==> src/hdl/rmq_pkg.sv <==
// rmq_pkg: shared widths and constants for the rotation-matrix-to-quaternion unit
// used by rmq_sqrt, rmq_div and rotation_matrix_to_quaternion_unit; no dependencies
package rmq_pkg;

  // field format: signed Q2.30
  localparam int DATA_W    = 32;
  localparam int FRAC_BITS = 30;

  // sums and differences of two fields, and of three fields
  localparam int NUM_W   = DATA_W + 1;
  localparam int TRACE_W = DATA_W + 2;
  // root argument with the constant one added, and clamped to non-negative
  localparam int ARGS_W  = TRACE_W + 1;
  localparam int ARG_W   = DATA_W + 1;

  // square root: 64-bit radicand, 32-bit root, two radicand bits per step
  localparam int SQ_IN_W  = 64;
  localparam int SQ_OUT_W = 32;
  localparam int SQ_REM_W = SQ_OUT_W + 2;

  // restoring divider: 33-bit magnitudes, one quotient bit per step
  localparam int DIV_W = DATA_W + 1;
  localparam int QUO_W = FRAC_BITS + 1;

  // saturation bound and the fixed-point one
  localparam logic [DATA_W-1:0] COMP_MAX = {1'b0, {(DATA_W-1){1'b1}}};
  localparam logic [DATA_W-1:0] ONE_Q    = DATA_W'(1) << FRAC_BITS;
  localparam logic [ARGS_W-1:0] ARG_ONE  = ARGS_W'(1) << FRAC_BITS;

endpackage

==> src/hdl/rmq_div.sv <==
// rmq_div: pipelined restoring divider, q = (a * 2^FRAC_BITS) / d for q below 2^QUO_W
// depends on rmq_pkg; every stage is frozen while en is low
module rmq_div (
  input  logic                      clk,
  input  logic                      en,
  input  logic [rmq_pkg::DIV_W-1:0] a,
  input  logic [rmq_pkg::DIV_W-1:0] d,
  output logic [rmq_pkg::QUO_W-1:0] q
);

  localparam int STEPS = rmq_pkg::QUO_W;
  localparam int W     = rmq_pkg::DIV_W;

  logic [W-1:0]     rem_r [0:STEPS-2];
  logic [W-1:0]     d_r   [0:STEPS-2];
  logic [STEPS-1:0] q_r   [0:STEPS-1];

  genvar j;
  generate
    for (j = 0; j < STEPS; j++) begin : g_step
      logic [W-1:0]     rem_i;
      logic [W-1:0]     d_i;
      logic [STEPS-1:0] q_i;
      logic             fb;
      logic [W:0]       cur;
      logic [W:0]       diff;
      logic             hit;

      // the dividend is a shifted up by FRAC_BITS: only its low bit is fed in,
      // at the top quotient bit, the rest are zeros
      if (j == 0) begin : g_first
        assign rem_i = {1'b0, a[W-1:1]};
        assign d_i   = d;
        assign q_i   = '0;
        assign fb    = a[0];
      end else begin : g_next
        assign rem_i = rem_r[j-1];
        assign d_i   = d_r[j-1];
        assign q_i   = q_r[j-1];
        assign fb    = 1'b0;
      end

      // one compare and subtract per quotient bit
      always_comb begin
        cur  = {rem_i, fb};
        diff = cur - {1'b0, d_i};
        hit  = (cur >= {1'b0, d_i});
      end

      always_ff @(posedge clk) begin
        if (en) begin
          q_r[j] <= {q_i[STEPS-2:0], hit};
        end
      end

      if (j < STEPS - 1) begin : g_carry
        always_ff @(posedge clk) begin
          if (en) begin
            rem_r[j] <= hit ? diff[W-1:0] : cur[W-1:0];
            d_r[j]   <= d_i;
          end
        end
      end
    end
  endgenerate

  assign q = q_r[STEPS-1];

endmodule

==> config.mk <==
export PLATFORM = sky130hd
export DESIGN_NAME = rmq_div
export DESIGN_NICKNAME = d
export VERILOG_FILES = /design/src/hdl/rmq_pkg.sv /design/src/hdl/rmq_div.sv
export SDC_FILE = /design/constraint.sdc
export NUM_CORES = 2
export LEC_CHECK = 0
export BUFFER_PORTS_ARGS = -buffer_cell sky130_fd_sc_hd__buf_4
export CAP_MARGIN = 20
export CORE_AREA = 2 2 494 496
export CTS_CLUSTER_DIAMETER = 200
export DETAILED_ROUTE_END_ITERATION = 16
export DIE_AREA = 0 0 496 498
export GPL_TIMING_DRIVEN = 0
export PLACE_DENSITY = 0.77
export SYNTH_ARGS = -nofsm -noshare
export SYNTH_HDL_FRONTEND = slang
export SYNTH_SLANG_ARGS = --single-unit
==> constraint.sdc <==
create_clock -name clk -period 3.6 [get_ports clk]
set_input_delay 0.18 -clock clk [delete_from_list [all_inputs] [get_ports clk]]
set_output_delay 0.18 -clock clk [all_outputs]
set_load 0.1 [all_outputs]
---- After elaboration in Yosys (flattened, before gate mapping) ----
Memory sizes are Yosys's and may differ from the RTL's.
Index checks and enable logic that the tools add are counted.
word-level totals
  register bits ........................... 0
  bits in writable memories ............... 2941
  input bits .............................. 68
  output and inout bits ................... 31
  word-level logic and storage cells ...... 96
  memories ................................ 3
memories
  name   depth  bits a word  rd ports  clocked after memory_dff  write ports  line           source
  d_r    30     33           30        0                         30           rmq_div.sv:15  logic [W-1:0] d_r [0:STEPS-2];
  rem_r  30     33           30        0                         30           rmq_div.sv:14  logic [W-1:0] rem_r [0:STEPS-2];
  q_r    31     31           31        0                         31           rmq_div.sv:16  logic [STEPS-1:0] q_r [0:STEPS-1];
cells by class
  $add $sub $neg .......................... 30
  magnitude comparators ................... 31
  muxes and demuxes ....................... 32
operators with widths
  cell            count
  $ge 34x33->1    30
  $mux 33         30
  $sub 33x33->33  30
  $ge 33x33->1    1
  $mux 1          2

---- Longest topological paths before layout ----
An unclocked memory read counts as a cell.
  depth in word-level cells ............... 3
  gate-level depth with buffers ........... 15
  depth with buffers taken out ............ 13

---- Least setup slack after synthesis ----
Ideal clock, no wire load.
  path type ............................... reg2reg
  start ................................... memory d_r[1][165] (netlist bit)
  end ..................................... memory rem_r[1][203] (netlist bit), data pin
  setup time .............................. 260 ps
  arrival ................................. 3058 ps
  data required time ...................... 3340 ps
  path slack .............................. 282 ps
  stages on the path, launching flop included .. 14
  buffers on the path ..................... 2
  period minus slack after synthesis ...... 3318 ps
  cells stage by stage .................... edfxtp_1 fa_1 nand2b_1 a21oi_1 o211ai_1 nor2b_1 o221ai_1 nand2_1 o221a_2 a21oi_1 o32a_1 buf_2 buf_2 mux2_2
RTL lines
  item         line
  from (decl)  rmq_div.sv:15
  to (decl)    rmq_div.sv:14

==> run_results.csv <==
group,metric,value,unit
critical_path,crit_path_start,"rem_r[1][107]",
route,wl,361000,um
sta,finClkSkew,58.5,ps
critical_path,critPathMaxFanout,10,
synthesis,synth.distinct_cells,104,
critical_path,ff2ff_path_depth,10,
floorplanning,die_y,498,um
floorplanning,dieArea,0.247,mm2
global_routing,use_met2,48.2,%
sta,setup_slack,-53.3,ps
global_routing,met3_usage,4.12,%
layout,seq_area,0.0744,mm2
layout,area_delta_synth_final,13.5,%
worst_hold_path,holdPathEnd,"rem_r[0][2]",
floorplanning,row_count,181,
floorplanning,die_w,496,um
synthesis,netlist.area_leader.share,53.2,%
layout,layout_common_cells,"edfxtp_1 (2476), inv_1 (1257), ha_1 (986)",
clock_tree,cts_tree,"done",
critical_path,start_kind,"register",
global_routing,grt_pass1_wl,548000,um
clock_tree,clk_latency,960,ps
sta,whs,98.3,ps
route,dr_total_vias,98700,
sta,fin_crit_sh,101,%
clock_tree,clkSinkCount,2476,
synthesis,synth-seq-area-share,53.2,%
status,violations,"negative setup slack",
worst_hold_path,hold_path_startpoint,"a[2]",
critical_path,reg2reg_from,"rem_r[1][107]",
synthesis,synth-async-reset-ratio,0,%
global_routing,grt-busiest-layer,"met2",
clock_tree,root_buffer,"clkbuf_16",
global_routing,grtUsageMet1,37.9,%
floorplanning,core,0.242,mm2
layout,layout-drive-gt1-share,11.4,%
sta,finalMaxSlewViolations,0,
synthesis,synth_cells,12500,
global_routing,grt_pass1_vias,95500,
worst_hold_path,hold_path.class,"in -> reg",
route,first_pass_iters,6,
worst_hold_path,hold_depth,4,
critical_path,rrSetupSlack,-50,ps
critical_path,rr_endpoint,"rem_r[1][147]",
pwr,p_leak,65.2,nW
sta,slew_headroom,20.7,%
place,detailed_place_hpwl,267000,um
synthesis,ys.flop_type,"edfxtp_1",
layout,fin_nets,14200,
critical_path,cp.arrival,4280,ps
critical_path,critPathKind,"reg -> reg",
floorplanning,initial_core_util,57.8,%
global_routing,grt_max_degree,202,
layout,final_core_util,65.6,%
sta,fin_crit,3650,ps
layout,layout_commonest_cell,"edfxtp_1",
route,dr.first_iter.drc_count,9124,
clock_tree,max-clock-path-buffers,4,
synthesis,syn_area,0.140,mm2
status,status,"complete, but fails checks",
synthesis,synth.avg_cell_area,11.2,um2
route,drt-vias-per-instance,5.98,
critical_path,slowest_stage,"o21ai_0",
synthesis,synthTopCellsByArea,"edfxtp_1 (53%), ha_1 (9.1%), a21oi_1 (3.6%)",
run,drv_cap,0,
synthesis,ys_ff_latch,2476,
synthesis,synth_fp_nets,13600,
clock_tree,clk_pin_slew_worst_paths,60,ps
pwr,ir_drop,1010,uV
synthesis,synth_top_area_cell,"edfxtp_1",
place,gp_congestion,0.945,
place,dp_slack,-1120,ps
sta,fmax,274,MHz
route,drc,0,
sta,rsz0062_at_grt,"true",
route,ant_nets,0,
global_routing,grt_use_total,28.4,%
global_routing,antenna_found_initial,15,
sta,setup_viol,3,
floorplanning,io_pins,99,
layout,fillCellCount,18400,
critical_path,required,4230,ps
place,numPortBuffers,98,
synthesis,synth_warnings,0,
clock_tree,htreeDepth,5,
global_routing,overflow,0,
layout,multi_input_area,0.0612,mm2
sta,tightest_slew,1190,ps
critical_path,crit_path_cell_trace,"ha_1 -> and4_2 -> and3_1 -> o21ai_0 -> nand3_1 -> nand3_1 -> a31oi_2 -> a31oi_1 -> clkbuf_1 -> o21ai_0",
pwr,p_per_area,963,mW/mm2
critical_path,cp-end-kind,"register",
route,wl_per_cell,21.9,um
sta,hold_viol,0,
critical_path,cpPeakStageDelay,720,ps
clock_tree,cts_buffers,285,
synthesis,synth_edf_count,2476,
## registers in the layout, summed over array words and instances (netlist names)
| name | cells |
|---|---|
| d_r | 990 |
| rem_r | 990 |
| q_r | 496 |
## cells by family after synthesis
group / Yosys count / synth area share, %
xor gates and xnor gates: 822 / 5.15
adders and majority gates: 1052 / 9.58
AOI/OAI and AO/OA: 3414 / 15.4
buffers and inverters: 1581 / 4.38
and+or+nand+nor: 2753 / 9.25
muxes: 379 / 3.05
DFF: 2476 / 53.2
## layout make-up
| class | instances | area share [%] |
|---|---|---|
| sequential | 2476 | 46.9 |
| multi-input combinational | 8420 | 38.6 |
| clock buffer | 332 | 4.64 |
| timing repair buffer | 358 | 2.18 |
| clock inverter | 154 | 1.08 |
| buffer | 285 | 1.09 |
| inverter | 1268 | 3.01 |
| antenna | 5 | 0.00789 |
| tap | 3202 | 2.53 |
## worst max-delay path by stage
stage | end | cells after the start
finish | rem_r[1][147] | 10
global route | rem_r[1][147] | 10
CTS | rem_r[0][227] | 12
detailed placement | q_r[1][431] | 6
global placement | q_r[1][431] | 1
floorplan | rem_r[1][203] | 13
## critical path, delay by kind of cell (launching register included)
| family | cells | cell delay (ps) |
|---|---|---|
| AO/OA/AOI/OAI | 4 | 1310 |
| AND/OR/NAND/NOR | 4 | 880 |
| flip-flops | 1 | 430 |
| adder cells (fa/ha/maj) | 1 | 430 |
| buffers and inverters | 1 | 290 |
## power breakdown
group | total, mW | leakage [nW] | internal [mW] | switching (mW)
logic | 75.5 | 36.6 | 31.8 | 43.7
registers | 48.8 | 24.2 | 43.4 | 5.42
clock network | 28.4 | 4.37 | 17.0 | 11.4
## metal layers
| metal | vias to the layer above | share of wire, % | wire length (um) |
|---|---|---|---|
| li1 | 47000 | - | - |
| met1 | 48000 | 42 | 153000 |
| met2 | 3054 | 49 | 178000 |
| met3 | 635 | 5.6 | 20200 |
| met4 | 0 | 2.8 | 10300 |
| met5 | - | 0 | 0 |
## Yosys cell counts (all sizes together), types with 150 or more instances
master,count
edfxtp,2476
ha,1022
nand4,150
xor2,360
mux2,359
clkbuf,216
xnor2,462
a21oi,1006
o21ai,846
nand2,945
inv,1268
nor3,158
nor2,667
a21o,547
nand3,198
## per-stage QoR
step | TNS [ps] | std cells | power, mW | instance area, um2
2_1_floorplan | 0 | 12500 | 98.0 | 140000
3_3_place_gp | - | 15800 | 119 | 145000
3_5_place_dp | -838020 | 15800 | 119 | 145000
4_1_cts | -4.46 | 16400 | 150 | 157000
5_1_grt | -4690 | 16500 | 162 | 159000
6_report | -69.8 | 16500 | 153 | 159000
## repair_timing
item                                   4_1_cts  5_1_grt
buffers inserted                            64       71
hold buffers                               101        0
setup endpoints to repair                 1126     1389
pin swaps                                   51       85
endpoints found under the hold margin      200        0
resized for setup                          316      363
cloned                                       2        8
Note: power is estimated with default switching activity, not from simulation.
