**src/hdl/rmq_pkg.sv**
```systemverilog
// rmq_pkg: shared widths and constants for the rotation-matrix-to-quaternion unit
// used by rmq_sqrt, rmq_div and rotation_matrix_to_quaternion_unit; no dependencies
package rmq_pkg;

  // field format: signed Q2.30
  localparam int DATA_W    = 32;
  localparam int FRAC_BITS = 30;

  // sums and differences of two fields, and of three fields
  localparam int NUM_W   = DATA_W + 1;
  localparam int TRACE_W = DATA_W + 2;
  // root argument with the constant one added, and clamped to non-negative
  localparam int ARGS_W  = TRACE_W + 1;
  localparam int ARG_W   = DATA_W + 1;

  // square root: 64-bit radicand, 32-bit root, two radicand bits per step
  localparam int SQ_IN_W  = 64;
  localparam int SQ_OUT_W = 32;
  localparam int SQ_REM_W = SQ_OUT_W + 2;

  // restoring divider: 33-bit magnitudes, one quotient bit per step
  localparam int DIV_W = DATA_W + 1;
  localparam int QUO_W = FRAC_BITS + 1;

  // saturation bound and the fixed-point one
  localparam logic [DATA_W-1:0] COMP_MAX = {1'b0, {(DATA_W-1){1'b1}}};
  localparam logic [DATA_W-1:0] ONE_Q    = DATA_W'(1) << FRAC_BITS;
  localparam logic [ARGS_W-1:0] ARG_ONE  = ARGS_W'(1) << FRAC_BITS;

endpackage

```
**src/hdl/rmq_sqrt.sv**
```systemverilog
// rmq_sqrt: pipelined integer square root, floor(sqrt(v)), one root bit per stage
// depends on rmq_pkg; every stage is frozen while en is low
module rmq_sqrt (
  input  logic                         clk,
  input  logic                         en,
  input  logic [rmq_pkg::SQ_IN_W-1:0]  v,
  output logic [rmq_pkg::SQ_OUT_W-1:0] root
);

  localparam int STEPS = rmq_pkg::SQ_OUT_W;
  localparam int IN_W  = rmq_pkg::SQ_IN_W;
  localparam int REM_W = rmq_pkg::SQ_REM_W;

  logic [REM_W-1:0]  rem_r  [0:STEPS-2];
  logic [IN_W-1:0]   v_r    [0:STEPS-2];
  logic [STEPS-1:0]  root_r [0:STEPS-1];

  genvar k;
  generate
    for (k = 0; k < STEPS; k++) begin : g_step
      logic [REM_W-1:0] rem_i;
      logic [IN_W-1:0]  v_i;
      logic [STEPS-1:0] root_i;
      logic [REM_W+1:0] cur;
      logic [REM_W+1:0] trial;
      logic [REM_W+1:0] diff;
      logic             hit;

      // stage input: module port for the first stage, previous stage otherwise
      if (k == 0) begin : g_first
        assign rem_i  = '0;
        assign v_i    = v;
        assign root_i = '0;
      end else begin : g_next
        assign rem_i  = rem_r[k-1];
        assign v_i    = v_r[k-1];
        assign root_i = root_r[k-1];
      end

      // bring down two radicand bits and try 4*root + 1
      always_comb begin
        cur   = {rem_i, v_i[IN_W-1 -: 2]};
        trial = {2'b00, root_i, 2'b01};
        diff  = cur - trial;
        hit   = (cur >= trial);
      end

      always_ff @(posedge clk) begin
        if (en) begin
          root_r[k] <= {root_i[STEPS-2:0], hit};
        end
      end

      if (k < STEPS - 1) begin : g_carry
        always_ff @(posedge clk) begin
          if (en) begin
            rem_r[k] <= hit ? diff[REM_W-1:0] : cur[REM_W-1:0];
            v_r[k]   <= {v_i[IN_W-3:0], 2'b00};
          end
        end
      end
    end
  endgenerate

  assign root = root_r[STEPS-1];

endmodule

```
**config.mk**
```make
export PLATFORM = sky130hd
export DESIGN_NAME = rmq_sqrt
export DESIGN_NICKNAME = d
export VERILOG_FILES = /design/src/hdl/rmq_pkg.sv /design/src/hdl/rmq_sqrt.sv
export SDC_FILE = /design/constraint.sdc
export NUM_CORES = 2
export LEC_CHECK = 0
export BUFFER_PORTS_ARGS = -buffer_cell sky130_fd_sc_hd__buf_2
export CORE_ASPECT_RATIO = 2
export CORE_MARGIN = 2
export CORE_UTILIZATION = 57
export DETAILED_ROUTE_END_ITERATION = 8
export PLACE_DENSITY = 0.84
export SETUP_SLACK_MARGIN = 0.3
export SYNTH_ARGS = -nofsm -noshare
export SYNTH_HDL_FRONTEND = slang
export SYNTH_SLANG_ARGS = --single-unit
```
**constraint.sdc**
```tcl
create_clock -name clk -period 5.2 [get_ports clk]
set_input_delay 0.52 -clock clk [delete_from_list [all_inputs] [get_ports clk]]
set_output_delay 0.52 -clock clk [all_outputs]
set_load 0.02 [all_outputs]
```
; ---- After elaboration in Yosys (flattened, before gate mapping)
; Memories as Yosys holds them, arrays and structs flattened.
; Cells that the tools add are included.
; W data, S select, Z words.
[word_totals]
regBits = 0
latchBits = 0
ramBits = 4000
mem_bits_ro = 0
inputBits = 66
out_inout_bits = 32
mem_count = 3
[mem_list]
columns = memory, words, width, read_ports, rd_clocked_by_memory_dff, wr, line
row1 = v_r, 31, 62, 31, 0, 31, rmq_sqrt.sv:15  ; logic [IN_W-1:0] v_r [0:STEPS-2];
row2 = rem_r, 31, 34, 31, 0, 31, rmq_sqrt.sv:14  ; logic [REM_W-1:0] rem_r [0:STEPS-2];
row3 = root_r, 32, 32, 32, 0, 32, rmq_sqrt.sv:16  ; logic [STEPS-1:0] root_r [0:STEPS-1];
[op_classes]
addsub = 31
n_mul = 0
div_mod_pow = 0
order_cmp = 32
eq_ne = 0
shifts = 0
muxes = 33
bitwise = 0
reduce_logical = 0
[op_table]
columns = op, n
row1 = $ge A36 B34 Y1, 31
row2 = $mux W34, 31
row3 = $sub A34 B34 Y34, 30
row4 = $sub A2 B1 Y3 const B, 1
row5 = $ge A2 B1 Y1 const B, 1
row6 = $mux W1, 2

; ---- Depth between registers and ports, before layout
; An unclocked memory read counts as a cell.
[logic_depth]
depth_word = 3
ltp_mapped = 15
depth_no_buf = 12

; ---- Least setup slack after synthesis
; Ideal clock, no wire load.
[synth_path]
path_kind = flip-flop to flip-flop
start = mem rem_r[3][10] (netlist bit)
end = mem rem_r[3][47] (netlist bit), data pin
setup_time_ps = 266
t_arrival_ps = 3446
t_required_ps = 4934
setup_slack_ps = 1488
stages_incl_launch_ff = 11
n_path_buf = 1
synth_period_minus_slack_ps = 3712
path_cell_list = edfxtp_1 or4_4 nor4b_4 or4b_1 or4_1 or3_4 nor4_4 a2111o_2 buf_6 nor3_1 xor2_1
[synth_rtl]
columns = item, line
row1 = from (decl), rmq_sqrt.sv:14

==> impl_metrics.py <==
metrics = {
    "sta": {
        "achievable-frequency_ghz": 0.211,
        "max_slew.worst_pin.slew_ns": 1.59,
        "finalSetupTns_ns": 0,
        "finalCriticalPeriod_ns": 4.74,
        "setup-violations-final": 0,
        "final_critical_path_setup_slack_ns": 0.456,
        "whs_ns": 0.108,
        "hold_fails_final_rpt": 0,
        "rsz0062_at_grt": "false",
        "final_min_period_over_clock_period_pct": 91.2,
        "max_slew_margin_pct": -7.13,
        "report.final.slew_viol_count": 3,
        "skew_ns": 0.0956,
    },
    "clocking": {
        "cts_root_buf": "sky130_fd_sc_hd__clkbuf_16",
        "cts_hold_buffers": 65,
        "worst_setup_hold_path_clk_slew_ns": 0.07,
        "post_cts.resized_instances": 0,
        "clock_tree.htree_level_count": 4,
        "clock_latency_ns": 0.96,
        "clock_sink_count": 2523,
        "clock_buffers_created_by_tritoncts": 217,
        "post-cts-setup-buffers": 0,
        "cts_tree": "yes",
        "cts.path.max_buffers": 4,
    },
    "yosys": {
        "ys_dominant_reg_cell": "sky130_fd_sc_hd__edfxtp_1",
        "synthesis.instances": 9188,
        "yosys-top-cells-area": "sky130_fd_sc_hd__edfxtp_1 64%, sky130_fd_sc_hd__ha_1 6.0%, sky130_fd_sc_hd__xnor2_1 3.4%",
        "synth-edff-count": 2523,
        "synth.yosys.warnings": 0,
        "asyncSetResetFlopFracSynth_pct": 0,
        "synthesized_nets": 9816,
        "synth_top_cell_area_share_pct": 64.2,
        "syn_area_um2": 118000,
        "synth-seq-cells": 2523,
        "seq_area_frac_synth_pct": 64.2,
        "postSynthAreaPerCell_um2": 12.8,
        "synth.largest_area_cell": "sky130_fd_sc_hd__edfxtp_1",
        "synth.distinct_cells": 90,
    },
    "global_routing": {
        "largest_net_degree_at_the_start_of_global_routing": 177,
        "grt_antenna_before_repair": 5,
        "grt.total_usage_pct": 28.3,
        "grt_first_pass_wirelength_mm": 451,
        "grt_pass1_vias": 79429,
        "globalRoute.totalOverflow": 0,
    },
    "setup_path": {
        "timing.critical_path.from_type": "flip-flop",
        "crit_path_cell_trace": "ha_1 > inv_1 > or4_1 > nor3_1 > a311o_1 > nor3b_2 > xor2_1",
        "timing_worst_setup_path_type": "flip-flop to flip-flop",
        "worst-path-buf-inv": 1,
        "crit_path_max_fanout": 6,
        "cp_data_arrival_time_ns": 5.32,
        "required_ns": 5.78,
        "setup.worst_path.end_class": "flip-flop",
        "crit_family": "simple AND/OR/NAND/NOR gates",
        "crit_path_top_delay_cell": "sky130_fd_sc_hd__nor3_1",
        "timing.critical_path.slowest_cell_delay_ns": 1.30,
    },
    "finish": {
        "post-route-util_pct": 63.3,
        "synthToLayoutAreaGrowth_pct": 10.7,
        "layout.nets": 10156,
        "layout-drive-gt1-share_pct": 7.50,
        "postLayoutCellArea_um2": 131000,
    },
    "placed_design": {
        "dp.final_hpwl_mm": 219,
        "placement.setup.worst_slack_ns": 0.654,
        "placed_cell_areas_um2": 123000,
        "place.port_buffers": 97,
        "placer_s_final_routability_congestion_estimate": 1.08,
    },
    "route": {
        "detailedRoute.firstIterationViolations": 5832,
        "post_drt_via_cell_ratio": 6.06,
        "dr_total_vias": 75461,
        "wl_per_cell_um": 24.2,
        "drt_pass1_iterations": 9,
        "drc": 0,
        "finalWirelength_mm": 301,
        "antenna_nets_post_route": 0,
    },
    "floorplanning": {
        "fp.dieW_um": 326,
        "rows": 236,
        "die_y_um": 647,
        "core-area_um2": 206000,
        "floorplan.io_pins": 98,
        "initial_core_util_pct": 57.2,
        "fp.dieArea_um2": 211000,
    },
    "power": {
        "powerDensity_nw_per_um2": 439,
        "vdd.ir_drop.worst_mv": 0.340,
        "cellLeakagePower_nw": 49.8,
    },
    "hold_path": {
        "min-delay-path-class": "input pin to flip-flop",
    },
    "status": {
        "outcome": "finished, violations left",
        "violations": "max-capacitance violations, max-slew violations",
    },
    "job": {
        "number_of_violations_of_the_max_capacitance_limit": 1,
    },
}
layer usage:
layer	vias up	track usage, %	part of all wire (%)
li1	34691	-	-
met1	36662	21.4	27
met2	2755	56.6	57
met3	1351	4.00	3.8
met4	2	29.7	12
met5	-	0	0.0040
metrics by stage:
stage | power (mW) | instances
2_1_floorplan | 35.3 | 9188
3_3_place_gp | 39.8 | 11980
3_5_place_dp | 40.3 | 11980
4_1_cts | 57.2 | 12439
5_1_grt | 59.4 | 12446
6_report | 57.3 | 12448
final cells by class:
type                    instances  area [um2]
diodes                          8        20.0
multi-input cells            5747       38800
flip-flops and latches       2523       75800
clock buffers                 235        5520
well taps                    2737        3420
fillers                     14748       75600
inverters                     741        2780
clock inverters               159        1780
repair buffers                298        2430
power by group:
part / switching [mW] / internal [mW] / leakage (nW)
clock: 7.53 / 9.44 / 3.51
sequential: 1.79 / 25.6 / 24.3
combinational: 8.03 / 4.90 / 22.0
total: 17.4 / 39.9 / 49.8
worst reg2reg max path: cells and delay by family (launching register included):
family          cells  cell delay (ns)
simple gates        3             2.95
buf+inv             1             0.14
flops               1             0.39
compound gates      1             0.37
xor+xnor            1             0.16
fa+ha+maj           1             0.43
cells by family (layout without fill, tap and decap cells):
group / Yosys count / count (layout) / share of synthesized area, %
xor+xnor: 816 / 816 / 6.06
simple gates: 2458 / 2458 / 10.4
buf+inv: 918 / 1433 / 2.93
fa+ha+maj: 562 / 562 / 5.96
other cells: 1 / 9 / 0.00318
mux: 58 / 58 / 0.542
flops: 2523 / 2523 / 64.2
compound gates: 1852 / 1852 / 9.85
cells in the mapped netlist (54+ instances only):
| master | number |
|---|---|
| sky130_fd_sc_hd__nor4_1 | 111 |
| sky130_fd_sc_hd__or3_1 | 108 |
| sky130_fd_sc_hd__nand2_1 | 637 |
| sky130_fd_sc_hd__nor2_1 | 543 |
| sky130_fd_sc_hd__o31ai_1 | 67 |
| sky130_fd_sc_hd__clkbuf_1 | 164 |
| sky130_fd_sc_hd__nand3_1 | 185 |
| sky130_fd_sc_hd__edfxtp_1 | 2523 |
| sky130_fd_sc_hd__or4_1 | 54 |
| sky130_fd_sc_hd__a21oi_1 | 564 |
| sky130_fd_sc_hd__o21ai_0 | 466 |
| sky130_fd_sc_hd__nor2b_1 | 80 |
| sky130_fd_sc_hd__a211oi_1 | 61 |
| sky130_fd_sc_hd__nor3_1 | 244 |
| sky130_fd_sc_hd__nand4_1 | 117 |
| sky130_fd_sc_hd__ha_1 | 562 |
| sky130_fd_sc_hd__o21a_1 | 93 |
| sky130_fd_sc_hd__a21o_1 | 245 |
| sky130_fd_sc_hd__inv_1 | 735 |
| sky130_fd_sc_hd__xnor2_1 | 453 |
| sky130_fd_sc_hd__xor2_1 | 363 |
| sky130_fd_sc_hd__nand2b_1 | 103 |
| sky130_fd_sc_hd__and3_1 | 62 |
worst paths after layout:
kind,endpoint,from,slack (ns),depth (start not counted)
worst min-delay path,v_r[0][93],en,0.11,1
worst max-delay path,rem_r[11][62],rem_r[11][22],0.46,7
worst max register to register,rem_r[11][62],rem_r[11][22],0.46,7
worst min register to register,v_r[9][119],v_r[9][55],0.37,0
layout by cell type, fill, tap and decap left out, types with 36 or more instances in the layout:
cell type                       netlist  routed
sky130_fd_sc_hd__o21ai_0            466     465
sky130_fd_sc_hd__nand2_1            637     637
sky130_fd_sc_hd__clkinv_1             4      48
sky130_fd_sc_hd__a211oi_1            61      59
sky130_fd_sc_hd__nor2_1             543     541
sky130_fd_sc_hd__o31ai_1             67      66
sky130_fd_sc_hd__buf_2                5      96
sky130_fd_sc_hd__dlygate4sd3_1        0      65
sky130_fd_sc_hd__or4_1               54      54
sky130_fd_sc_hd__nor3_1             244     243
sky130_fd_sc_hd__or3_1              108     108
sky130_fd_sc_hd__o21bai_1            44      44
sky130_fd_sc_hd__nor2b_1             80      80
sky130_fd_sc_hd__xor2_1             363     363
sky130_fd_sc_hd__o21a_1              93      93
sky130_fd_sc_hd__nand4_1            117     117
sky130_fd_sc_hd__mux2_2              46      46
sky130_fd_sc_hd__a21oi_1            564     563
sky130_fd_sc_hd__a21o_1             245     245
sky130_fd_sc_hd__inv_1              735     735
sky130_fd_sc_hd__or2_2               51      51
sky130_fd_sc_hd__buf_4                0     114
sky130_fd_sc_hd__xnor2_1            453     453
sky130_fd_sc_hd__nand3_1            185     185
sky130_fd_sc_hd__ha_1               562     562
sky130_fd_sc_hd__a31oi_1             37      36
sky130_fd_sc_hd__edfxtp_1          2523    2523
sky130_fd_sc_hd__nand2b_1           103     103
sky130_fd_sc_hd__clkbuf_16            0     218
sky130_fd_sc_hd__nor4_1             111     108
sky130_fd_sc_hd__and3_1              62      62
flip-flops by register name (all words and copies together) (netlist names):
signal  flops
v_r       992
rem_r    1003
root_r    528
No activity file was read; power rests on OpenSTA's default activity.
